===== src/rtl/ctf_pkg.sv =====
// Shared types, constants and encodings for the currency text formatter.
`timescale 1ns / 1ps
`default_nettype none

package ctf_pkg;

  localparam int MAG_W                = 64;
  localparam int NUM_BCD              = 20;
  localparam int NUM_WHOLE            = NUM_BCD - 2;
  localparam int DP_W                 = $clog2(NUM_WHOLE);
  localparam int BCD_IDX_W            = $clog2(NUM_BCD);
  localparam int CNT_W                = $clog2(MAG_W);
  localparam int DEF_MAX_WHOLE_DIGITS = 16;

  localparam logic [7:0] CH_MINUS  = 8'h2D;
  localparam logic [7:0] CH_DOLLAR = 8'h24;
  localparam logic [7:0] CH_COMMA  = 8'h2C;
  localparam logic [7:0] CH_POINT  = 8'h2E;
  localparam logic [7:0] CH_ZERO   = 8'h30;

  typedef enum logic [3:0] {
    ST_IDLE,
    ST_CONV,
    ST_CHECK,
    ST_SCAN,
    ST_SIGN,
    ST_DOLLAR,
    ST_DIGIT,
    ST_COMMA,
    ST_POINT,
    ST_CENT_HI,
    ST_CENT_LO
  } ctf_state_e;

  typedef enum logic [2:0] {
    SEL_ERR,
    SEL_MINUS,
    SEL_DOLLAR,
    SEL_DIGIT,
    SEL_COMMA,
    SEL_POINT,
    SEL_CENT_HI,
    SEL_CENT_LO
  } ctf_sel_e;

  typedef struct packed {
    logic     load;
    logic     shift;
    logic     scan_dec;
    logic     dig_dec;
    logic     out_valid;
    logic     out_last;
    logic     out_err;
    ctf_sel_e sel;
  } ctf_cmd_t;

  typedef struct packed {
    logic conv_done;
    logic scan_stop;
    logic dp_zero;
    logic grp_zero;
    logic too_big;
    logic neg;
  } ctf_status_t;

endpackage

`default_nettype wire


===== src/rtl/currency_text_formatter_unit.sv =====
// Top level of the currency text formatter: controller, datapath and checks.
//
// Usage: drive amount_cents_i (signed cents) and raise start_i; the transaction
// is taken at the rising edge where start_i is high and busy_o is low. busy_o
// then stays high until the last character has been sent.
// Each character appears on char_code_o for exactly one cycle with
// char_valid_o high; last_char_o marks the final one. The receiver cannot
// stall, so every character must be taken in the cycle it is shown.
// The magnitude is shifted through the shift-and-add-3 converter into 20 BCD
// digits, then the digit limit is checked. A rejected amount gives a single
// character with too_big_o and last_char_o set in the cycle of that check.
// Otherwise a leading-zero scan skips the leading zero whole digits, always
// keeping the units digit, and then one character follows per cycle.
// Reset returns the controller to idle; no transaction is in progress after it.
`timescale 1ns / 1ps
`default_nettype none

module currency_text_formatter_unit #(
  parameter int MAX_WHOLE_DIGITS = ctf_pkg::DEF_MAX_WHOLE_DIGITS
) (
  input  wire                             clk_i,
  input  wire                             rst_ni,
  input  wire                             start_i,
  output logic                            busy_o,
  input  wire signed [ctf_pkg::MAG_W-1:0] amount_cents_i,
  output logic                            char_valid_o,
  output logic [7:0]                      char_code_o,
  output logic                            last_char_o,
  output logic                            too_big_o
);
  import ctf_pkg::*;

  ctf_cmd_t    cmd;
  ctf_status_t status;

  ctf_ctrl u_ctrl (
    .clk_i    (clk_i),
    .rst_ni   (rst_ni),
    .start_i  (start_i),
    .status_i (status),
    .cmd_o    (cmd),
    .busy_o   (busy_o)
  );

  ctf_dpath #(
    .MAX_WHOLE_DIGITS (MAX_WHOLE_DIGITS)
  ) u_dpath (
    .clk_i          (clk_i),
    .rst_ni         (rst_ni),
    .amount_cents_i (amount_cents_i),
    .cmd_i          (cmd),
    .status_o       (status),
    .char_valid_o   (char_valid_o),
    .char_code_o    (char_code_o),
    .last_char_o    (last_char_o),
    .too_big_o      (too_big_o)
  );

  a_valid_busy: assert property (@(posedge clk_i) disable iff (!rst_ni)
    char_valid_o |-> busy_o)
    else $error("character strobe outside a transaction");

  a_err_form: assert property (@(posedge clk_i) disable iff (!rst_ni)
    too_big_o |-> (char_valid_o && last_char_o && char_code_o == 8'h00))
    else $error("error result malformed");

  a_start_busy: assert property (@(posedge clk_i) disable iff (!rst_ni)
    (start_i && !busy_o) |=> busy_o)
    else $error("accepted transaction did not raise busy");

  a_last_idle: assert property (@(posedge clk_i) disable iff (!rst_ni)
    (char_valid_o && last_char_o) |=> !busy_o)
    else $error("busy remained high after the last character");

endmodule

`default_nettype wire


===== src/rtl/ctf_ctrl.sv =====
// Controller state machine sequencing conversion, scan and character output.
`timescale 1ns / 1ps
`default_nettype none

module ctf_ctrl (
  input  wire                 clk_i,
  input  wire                 rst_ni,
  input  wire                 start_i,
  input  ctf_pkg::ctf_status_t status_i,
  output ctf_pkg::ctf_cmd_t    cmd_o,
  output logic                busy_o
);
  import ctf_pkg::*;

  ctf_state_e state_q, state_d;

  always_ff @(posedge clk_i or negedge rst_ni) begin
    if (!rst_ni) begin
      state_q <= ST_IDLE;
    end else begin
      state_q <= state_d;
    end
  end

  always_comb begin
    state_d = state_q;
    case (state_q)
      ST_IDLE: begin
        if (start_i) state_d = ST_CONV;
      end
      ST_CONV: begin
        if (status_i.conv_done) state_d = ST_CHECK;
      end
      ST_CHECK: begin
        state_d = status_i.too_big ? ST_IDLE : ST_SCAN;
      end
      ST_SCAN: begin
        if (status_i.scan_stop) state_d = status_i.neg ? ST_SIGN : ST_DOLLAR;
      end
      ST_SIGN:   state_d = ST_DOLLAR;
      ST_DOLLAR: state_d = ST_DIGIT;
      ST_DIGIT: begin
        if (status_i.dp_zero) begin
          state_d = ST_POINT;
        end else if (status_i.grp_zero) begin
          state_d = ST_COMMA;
        end
      end
      ST_COMMA:   state_d = ST_DIGIT;
      ST_POINT:   state_d = ST_CENT_HI;
      ST_CENT_HI: state_d = ST_CENT_LO;
      ST_CENT_LO: state_d = ST_IDLE;
      default:    state_d = ST_IDLE;
    endcase
  end

  always_comb begin
    cmd_o           = '0;
    cmd_o.sel       = SEL_ERR;
    busy_o          = 1'b1;
    case (state_q)
      ST_IDLE: begin
        busy_o     = 1'b0;
        cmd_o.load = start_i;
      end
      ST_CONV: begin
        cmd_o.shift = 1'b1;
      end
      ST_CHECK: begin
        if (status_i.too_big) begin
          cmd_o.out_valid = 1'b1;
          cmd_o.out_last  = 1'b1;
          cmd_o.out_err   = 1'b1;
        end
      end
      ST_SCAN: begin
        cmd_o.scan_dec = !status_i.scan_stop;
      end
      ST_SIGN: begin
        cmd_o.out_valid = 1'b1;
        cmd_o.sel       = SEL_MINUS;
      end
      ST_DOLLAR: begin
        cmd_o.out_valid = 1'b1;
        cmd_o.sel       = SEL_DOLLAR;
      end
      ST_DIGIT: begin
        cmd_o.out_valid = 1'b1;
        cmd_o.sel       = SEL_DIGIT;
        cmd_o.dig_dec   = !status_i.dp_zero && !status_i.grp_zero;
      end
      ST_COMMA: begin
        cmd_o.out_valid = 1'b1;
        cmd_o.sel       = SEL_COMMA;
        cmd_o.dig_dec   = 1'b1;
      end
      ST_POINT: begin
        cmd_o.out_valid = 1'b1;
        cmd_o.sel       = SEL_POINT;
      end
      ST_CENT_HI: begin
        cmd_o.out_valid = 1'b1;
        cmd_o.sel       = SEL_CENT_HI;
      end
      ST_CENT_LO: begin
        cmd_o.out_valid = 1'b1;
        cmd_o.out_last  = 1'b1;
        cmd_o.sel       = SEL_CENT_LO;
      end
      default: begin
        busy_o = 1'b1;
      end
    endcase
  end

endmodule

`default_nettype wire


===== src/rtl/ctf_dpath.sv =====
// Datapath: magnitude register, shift-and-add-3 BCD converter and character mux.
`timescale 1ns / 1ps
`default_nettype none

module ctf_dpath #(
  parameter int MAX_WHOLE_DIGITS = ctf_pkg::DEF_MAX_WHOLE_DIGITS
) (
  input  wire                            clk_i,
  input  wire                            rst_ni,
  input  wire signed [ctf_pkg::MAG_W-1:0] amount_cents_i,
  input  ctf_pkg::ctf_cmd_t               cmd_i,
  output ctf_pkg::ctf_status_t            status_o,
  output logic                           char_valid_o,
  output logic [7:0]                     char_code_o,
  output logic                           last_char_o,
  output logic                           too_big_o
);
  import ctf_pkg::*;

  localparam logic [DP_W-1:0] DP_TOP  = DP_W'(NUM_WHOLE - 1);
  localparam logic [1:0]      GRP_TOP = 2'((NUM_WHOLE - 1) % 3);

  logic [MAG_W-1:0] mag_q;
  logic [3:0]       bcd_q [NUM_BCD];
  logic [3:0]       bcd_adj [NUM_BCD];
  logic [CNT_W-1:0] cnt_q;
  logic [DP_W-1:0]  dp_q;
  logic [1:0]       grp_q;
  logic             neg_q;
  logic [BCD_IDX_W-1:0] widx;
  logic [3:0]       cur_digit;
  logic             big;

  always_comb begin
    for (int i = 0; i < NUM_BCD; i++) begin
      bcd_adj[i] = (bcd_q[i] >= 4'd5) ? bcd_q[i] + 4'd3 : bcd_q[i];
    end
  end

  always_ff @(posedge clk_i or negedge rst_ni) begin
    if (!rst_ni) begin
      cnt_q <= '0;
      dp_q  <= '0;
      grp_q <= '0;
      neg_q <= 1'b0;
    end else begin
      if (cmd_i.load) begin
        cnt_q <= '0;
        dp_q  <= DP_TOP;
        grp_q <= GRP_TOP;
        neg_q <= amount_cents_i[MAG_W-1];
      end else begin
        if (cmd_i.shift) cnt_q <= cnt_q + 1'b1;
        if (cmd_i.scan_dec || cmd_i.dig_dec) begin
          dp_q  <= dp_q - 1'b1;
          grp_q <= (grp_q == 2'd0) ? 2'd2 : grp_q - 2'd1;
        end
      end
    end
  end

  always_ff @(posedge clk_i) begin
    if (cmd_i.load) begin
      mag_q <= amount_cents_i[MAG_W-1] ? MAG_W'(-amount_cents_i) : MAG_W'(amount_cents_i);
      for (int i = 0; i < NUM_BCD; i++) begin
        bcd_q[i] <= '0;
      end
    end else if (cmd_i.shift) begin
      mag_q    <= {mag_q[MAG_W-2:0], 1'b0};
      bcd_q[0] <= {bcd_adj[0][2:0], mag_q[MAG_W-1]};
      for (int i = 1; i < NUM_BCD; i++) begin
        bcd_q[i] <= {bcd_adj[i][2:0], bcd_adj[i-1][3]};
      end
    end
  end

  assign widx      = BCD_IDX_W'(dp_q) + BCD_IDX_W'(2);
  assign cur_digit = bcd_q[widx];

  always_comb begin
    big = 1'b0;
    for (int i = 0; i < NUM_BCD; i++) begin
      if (i >= MAX_WHOLE_DIGITS + 2 && bcd_q[i] != 4'd0) big = 1'b1;
    end
  end

  assign status_o.conv_done = (cnt_q == CNT_W'(MAG_W - 1));
  assign status_o.scan_stop = (dp_q == '0) || (cur_digit != 4'd0);
  assign status_o.dp_zero   = (dp_q == '0);
  assign status_o.grp_zero  = (grp_q == 2'd0);
  assign status_o.too_big   = big;
  assign status_o.neg       = neg_q;

  always_comb begin
    case (cmd_i.sel)
      SEL_ERR:     char_code_o = 8'h00;
      SEL_MINUS:   char_code_o = CH_MINUS;
      SEL_DOLLAR:  char_code_o = CH_DOLLAR;
      SEL_DIGIT:   char_code_o = CH_ZERO | {4'h0, cur_digit};
      SEL_COMMA:   char_code_o = CH_COMMA;
      SEL_POINT:   char_code_o = CH_POINT;
      SEL_CENT_HI: char_code_o = CH_ZERO | {4'h0, bcd_q[1]};
      SEL_CENT_LO: char_code_o = CH_ZERO | {4'h0, bcd_q[0]};
      default:     char_code_o = 8'h00;
    endcase
  end

  assign char_valid_o = cmd_i.out_valid;
  assign last_char_o  = cmd_i.out_last;
  assign too_big_o    = cmd_i.out_err;

endmodule

`default_nettype wire


===== config.mk =====
export PLATFORM = sky130hd
export DESIGN_NAME = currency_text_formatter_unit
export DESIGN_NICKNAME = d
export VERILOG_FILES = /design/src/rtl/ctf_pkg.sv /design/src/rtl/currency_text_formatter_unit.sv /design/src/rtl/ctf_ctrl.sv /design/src/rtl/ctf_dpath.sv
export SDC_FILE = /design/constraint.sdc
export NUM_CORES = 1
export LEC_CHECK = 0
export ABC_AREA = 0
export ABC_CLOCK_PERIOD_IN_PS = 6920
export BUFFER_PORTS_ARGS = -buffer_cell sky130_fd_sc_hd__buf_2
export CELL_PAD_IN_SITES_DETAIL_PLACEMENT = 1
export CELL_PAD_IN_SITES_GLOBAL_PLACEMENT = 1
export CORE_ASPECT_RATIO = 0.6
export CORE_MARGIN = 2
export CORE_UTILIZATION = 49
export CTS_BUF_LIST = sky130_fd_sc_hd__clkbuf_4 sky130_fd_sc_hd__clkbuf_8
export DETAILED_ROUTE_END_ITERATION = 10
export GPL_TIMING_DRIVEN = 0
export PLACE_DENSITY = 0.93
export SYNTH_ARGS = -nofsm -noshare
export SYNTH_HDL_FRONTEND = slang
export SYNTH_SLANG_ARGS = --single-unit

===== constraint.sdc =====
create_clock -name clk_i -period 6.92 [get_ports clk_i]
set_input_delay 0.346 -clock clk_i [delete_from_list [all_inputs] [get_ports clk_i]]
set_output_delay 0.346 -clock clk_i [all_outputs]
set_load 0.005 [all_outputs]

Word-level counts from Yosys, hierarchy flattened:

Memory sizes are Yosys's and may differ from the RTL's.
Cells that the tools add are included.

* bits in read-only memories: 0
* bits in registers: 82
* RAM bits: 80
* memories: 1
* output and inout port bits: 12
* bits in latches: 0

Memories
* u_dpath.bcd_q: words 20, width 4, read ports 21, clocked after Yosys merged registers in 0, write ports 20, RTL line ctf_dpath.sv:24 `logic [3:0] bcd_q [NUM_BCD];`

* div/mod/pow operators: 0
* multiply operators: 0
* muxes and demuxes: 76
* equality and inequality tests: 22
* reduce and logical (&&, ||, !) cells: 18
* shift operators: 0
* bitwise operators: 20
* add/sub/neg operators: 25
* order comparisons: 20

Operators with widths (count)
* two-way mux 64 bit: 3
* two-way mux 4 bit: 44
* greater-or-equal comparator 4 x 3 -> 1 bit (second input constant): 20
* adder 4 x 2 -> 4 bit (second input constant): 19
* negation 64 bit: 1
* case mux 8 bit (8 select lines): 1
* case mux 4 bit (9 select lines): 1
* case mux 3 bit (7 select lines): 1
* OR 1 bit: 20
* equality test 4 x 3 -> 1 bit (second input constant): 4
* two-way mux 1 bit: 13
* equality test 3 bit (second input constant): 4
* equality test 4 bit (second input constant): 3
* two-way mux 6 bit: 2
* nonzero test 4 bit: 3
* two-way mux 5 bit: 2
* equality test 4 x 2 -> 1 bit (second input constant): 2
* two-way mux 2 bit: 4
* OR reduction 7 bit: 1
* adder 6 x 1 -> 6 bit (second input constant): 1
* equality test 3 x 2 -> 1 bit (second input constant): 2
* equality test 6 bit (second input constant): 1
* two-way mux 3 bit: 2
* case mux 1 bit (2 select lines): 3
* 19 further kinds: 24

Depth between registers and ports, before layout:

An unclocked memory read counts as a cell.

* depth after elaboration: 9
* depth in mapped cells: 14
* mapped depth without buffers: 10

Modules after synthesis:

A second synthesis with hierarchy kept.

* cells, all modules: 1153
* area total of the unflattened synthesis: 11095.6 sq um

Modules (own cells, without submodules)
* ctf_dpath: area each 10671.5 sq um, cells each 1102, instances 1
* ctf_ctrl: area each 424.2 sq um, cells each 51, instances 1

Least setup slack after synthesis:

OpenSTA, ideal clock, no wires.

* path type: flip-flop to flip-flop
* from: register u_ctrl.state_q[3]
* to: memory u_dpath.bcd_q[0][0] (enable)
* stages on the path, launching flop included: 6
* arrival: 3725 ps
* path slack: 1981 ps
* cell sequence: dfrtp_1 > clkbuf_1 > or3_1 > clkbuf_1 > clkbuf_1 > nand2_1

RTL lines
* start, declared: RTL line ctf_ctrl.sv:15 `ctf_state_e state_q, state_d;`
* start signal, assigned: RTL line ctf_ctrl.sv:21 `state_q <= state_d;`
* end, declared: RTL line ctf_dpath.sv:24

Worst setup path in the final report:

* from: register u_dpath.dp_q[1]
* to: register u_dpath.dp_q[1]

* word-level cells in the longest chain between the ends: 8
* elaborated cells between the ends (all ways): 15
* those cells by class: add/sub: 2; mux: 4; reduce/logical: 8; memory: 1

Ends and longest elaborated chain
* start, declared: RTL line ctf_dpath.sv:27 `logic [DP_W-1:0] dp_q;`
* start signal, assigned: RTL line ctf_dpath.sv:55 `dp_q <= dp_q - 1'b1;`
* adder 5 x 2 -> 5 bit: RTL line ctf_dpath.sv:77 `assign widx = BCD_IDX_W'(dp_q) + BCD_IDX_W'(2);`
* memory read (20 x 4 bit)
* nonzero test 4 bit: RTL line ctf_dpath.sv:88 `assign status_o.scan_stop = (dp_q == '0) || (cur_digit != 4'd0);`
* logical OR 1 bit: RTL line ctf_dpath.sv:88
* zero test 1 bit: RTL line ctf_ctrl.sv:77 `cmd_o.scan_dec = !status_i.scan_stop;`
* two-way mux 1 bit: RTL line ctf_ctrl.sv:61 `case (state_q)`
* logical OR 1 bit: RTL line ctf_dpath.sv:54 `if (cmd_i.scan_dec || cmd_i.dig_dec) begin`
* nonzero test 2 bit (no line)

Parallel ways exist; a longest one is shown, timed or not. The select of a mux whose other input is x is not followed.
A chain may end at the register's enable or synchronous reset.

==> run_results.csv <==
group,metric,value,unit
hold_path,worstHoldStart,"amount_cents_i[62]",
worst_setup_path,rr_worst_depth,14,
logic_synthesis,synth_area_leaders,"edfxtp_1 (41%), xor2_1 (6.5%), ha_1 (6.0%), nand2_1 (5.7%), o21ai_0 (5.3%)",
worst_setup_path,slowest_delay,870,ps
logic_synthesis,synth_top_area_share,41.45,%
logic_synthesis,yosys_most_used_dff,"edfxtp_1",
die,die_area,0.02251,mm^2
cts,htreeDepth,4,
worst_setup_path,startpoint_type,"flop",
layout,multiInputGateArea,0.005253,mm^2
hold_path,whs_endpoint,"u_dpath.mag_q[62]$_DFFE_PP_",
logic_synthesis,synth_area,0.01043,mm^2
logic_synthesis,synth-compound-area-share,13.01,%
logic_synthesis,yosysMostFrequentCell,"nand2_1",
logic_synthesis,async_reset_ff_share,11.11,%
drt,route.met2.wl,15100,um
die,rows,41,
timing,setup_tns,0,ps
placed_design,dpl.cell_count,1439,
cts,path_clk_slew,110,ps
timing,final-max-slew-violation-count,0,
layout,drive_gt1_share,13.08,%
timing,setup_viol,0,
power,peakVddDrop,373.3,uV
logic_synthesis,yosys.area.top_type,"edfxtp_1",
layout,final_util,55.45,%
logic_synthesis,synth_cell_types,62,
worst_setup_path,path_cells,"buf_2 -> buf_2 -> inv_1 -> ha_1 -> clkbuf_1 -> buf_2 -> mux4_2 -> nand2_1 -> a21oi_1 -> or3_1 -> o41ai_1 -> clkbuf_1 -> o21ai_0 -> o21a_1",
drt,avgRoutedWirePerCell,21.99,um
global_routing,first_global_vias,9026,
drt,first_iter_violations,881,
logic_synthesis,muxShareOfSynthArea,4.810,%
timing,tightest_slew,1171,ps
worst_setup_path,cp_common_cell,"buf_2",
drt,vias_per_cell,6.075,
die,die_h,117.0,um
run_status,outcome,"finished, final reports clean",
drt,highest_layer,"met4",
worst_setup_path,crit_path_end_kind,"flop",
logic_synthesis,yosys.area_share.simple,17.57,%
cts,cts_hold_buf,1,
logic_synthesis,syn_avg_cell_area,9.641,um^2
layout,ff_latch_area,0.004775,mm^2
logic_synthesis,yosys.area_share.adder,5.997,%
logic_synthesis,ys_warn_count,0,
drt,wl_met1,14630,um
layout,n_antenna_cell,0,
logic_synthesis,synth_edf_count,144,
global_routing,overflow,0,
die,start_util,49.84,%
die,die_w,192.4,um
cts,numClockSinks,162,
placed_design,gp_congestion,0.8858,
drt,vias,8943,
worst_setup_path,crit_required,7320,ps
drt,antenna_left,0,
layout,syn_to_final_growth,11.25,%
timing,final.setup_skew,15.04,ps
timing,timing.slew.headroom,21.22,%
timing,period_share,79.01,%
drt,drt_wl_total,32370,um
drt,wl_met3,2146,um
worst_setup_path,r2r_end,"u_dpath.dp_q[1]$_DFFE_PN0P_",
timing,rsz0062_at_grt,"no",
logic_synthesis,synth-xor-area-share,8.816,%
timing,fmax,0.1829,GHz
logic_synthesis,synth_top_family_by_area,"simple AND/OR/NAND/NOR gates",
cts,clk_path_buf_depth,2,
logic_synthesis,syn_inst,1082,
placed_design,dp_hpwl,23880,um
die,coreArea,0.02093,mm^2
worst_setup_path,critPathKind,"flop to flop",
logic_synthesis,ys_seq_elements,162,
die,ios,79,
logic_synthesis,yosysSeqAreaShare,45.77,%
timing,hold_viol,0,
power,cellLeakagePower,4.570,nW
cts,cts_resized,0,
worst_setup_path,slowest_stage,"o41ai_1",
global_routing,grt_max_degree,62,
hold_path,hold_path_depth,3,
hold_path,hp-class,"input pin to flop",
cts,root_buffer,"clkbuf_8",
timing,fin_crit,5467,ps
logic_synthesis,netlist_top_cells_count,"nand2_1 (158), edfxtp_1 (144), o21ai_0 (111)",
layout,fin_cells,1472,
cts,clk_latency,510,ps
cts,cts_setup_buffers,0,
drt,drc,0,
global_routing,grt_pass1_wl,50730,um
layout,fill_cells,2419,
drt,first_pass_iters,5,
layout,nNetsFinal,1297,
job,max_cap_violations,0,
worst_setup_path,arrival,5870,ps
cts,cts_buffers,17,
worst_setup_path,critPathMaxFanout,10,
global_routing,antenna_found_initial,0,
worst_setup_path,rr_startpoint,"u_dpath.dp_q[1]$_DFFE_PN0P_",
placed_design,port_buffers,75,
cts,cts_tree,"done",
worst_setup_path,ff2ff_setup_slack,1450,ps
power,powerDensity,518.4,mW/mm^2
global_routing,grt_usage,29.65,%
-- registers in the layout (all words and copies together) (netlist names) --
register        flops
u_dpath.bcd_q      80
u_dpath.mag_q      64
u_dpath.cnt_q       6
u_dpath.dp_q        5
u_ctrl.state_q      4
u_dpath.grp_q       2
u_dpath.neg_q       1
-- power by group --
part | switching (mW) | internal [mW] | total (mW)
registers | 0.464 | 1.90 | 2.36
logic | 1.88 | 1.07 | 2.95
clock network | 0.407 | 0.298 | 0.705
total | 2.75 | 3.27 | 6.02
-- worst max path at each step --
stage / cells past startpoint / endpoint / slack, ps / start
finish: 14 / u_dpath.dp_q[1]$_DFFE_PN0P_ / 1450 / u_dpath.dp_q[1]$_DFFE_PN0P_
global placement: 5 / u_dpath.mag_q[34]$_DFFE_PP_ / -290 / u_ctrl.state_q[3]$_DFFE_PN0P_
detailed placement: 14 / u_dpath.dp_q[1]$_DFFE_PN0P_ / 1540 / u_dpath.dp_q[1]$_DFFE_PN0P_
global route: 14 / u_dpath.dp_q[1]$_DFFE_PN0P_ / 1060 / u_dpath.dp_q[1]$_DFFE_PN0P_
CTS: 14 / u_dpath.dp_q[1]$_DFFE_PN0P_ / 1500 / u_dpath.dp_q[1]$_DFFE_PN0P_
floorplan: 5 / u_dpath.bcd_q[0][0]$_SDFFCE_PN0P_ / 1980 / u_ctrl.state_q[3]$_DFFE_PN0P_
-- cells by family after synthesis --
family | after synthesis
AO/OA/AOI/OAI | 238
XOR/XNOR | 105
adder cells (fa/ha/maj) | 50
buffers and inverters | 105
flip-flops | 162
multiplexers | 25
other | 1
AND/OR/NAND/NOR | 396
-- area by class of cell --
type	instances	area share, %
multi-input cells	816	45.26
inverters	58	1.876
repair buffers	78	3.730
clock buffers	18	2.135
flip-flops and latches	162	41.14
clock inverters	14	1.143
plain buffers	47	1.704
well taps	279	3.008
-- through the flow --
| stage | area [um^2] | power [mW] | hold WS (ps) | setup slack [ps] |
|---|---|---|---|---|
| global placement | 11160 | 4.924 | 304.1 | -285.5 |
| detailed placement | 11210 | 5.247 | 313.3 | 1538 |
| floorplan | 10440 | 4.289 | 50.41 | 1981 |
| finish | 11600 | 6.016 | 219.7 | 1453 |
| global route | 11600 | 6.441 | 242.1 | 1057 |
| CTS | 11600 | 5.982 | 207.4 | 1503 |
-- layer usage --
layer | vias to the layer above | global-route usage, %
met5 | - | 0
met4 | 0 | 8.346
met3 | 57 | 5.605
met2 | 331 | 46.16
met1 | 4533 | 42.67
li1 | 4022 | -
-- cells in the final DEF (no fill, tap or decap), types with 4 or more instances in the layout --
cell / instances
nand4_1: 8
or4_1: 11
o31ai_1: 15
o41ai_1: 9
nor3_1: 31
dfrtp_1: 18
a31oi_1: 4
ha_1: 50
nor2b_1: 7
inv_1: 58
buf_2: 80
nand3_1: 8
nand2b_1: 24
nor2_1: 110
mux4_2: 20
o21ai_0: 111
or2_2: 5
nand2_1: 157
clkbuf_1: 37
or3_1: 11
xor2_1: 77
clkinv_4: 6
mux2i_1: 4
a21oi_1: 76
xnor2_1: 28
edfxtp_1: 144
clkbuf_8: 18
nor4_1: 5
-- worst max-delay path, delay by kind of cell (launching register included) --
kind	cells	cell delay [ps]
AOI/OAI and AO/OA	4	1290
adders and majority gates	1	330
buffers and inverters	6	2130
DFF	1	480
muxes	1	580
and+or+nand+nor	2	520
(Power assumes the default switching activity.)
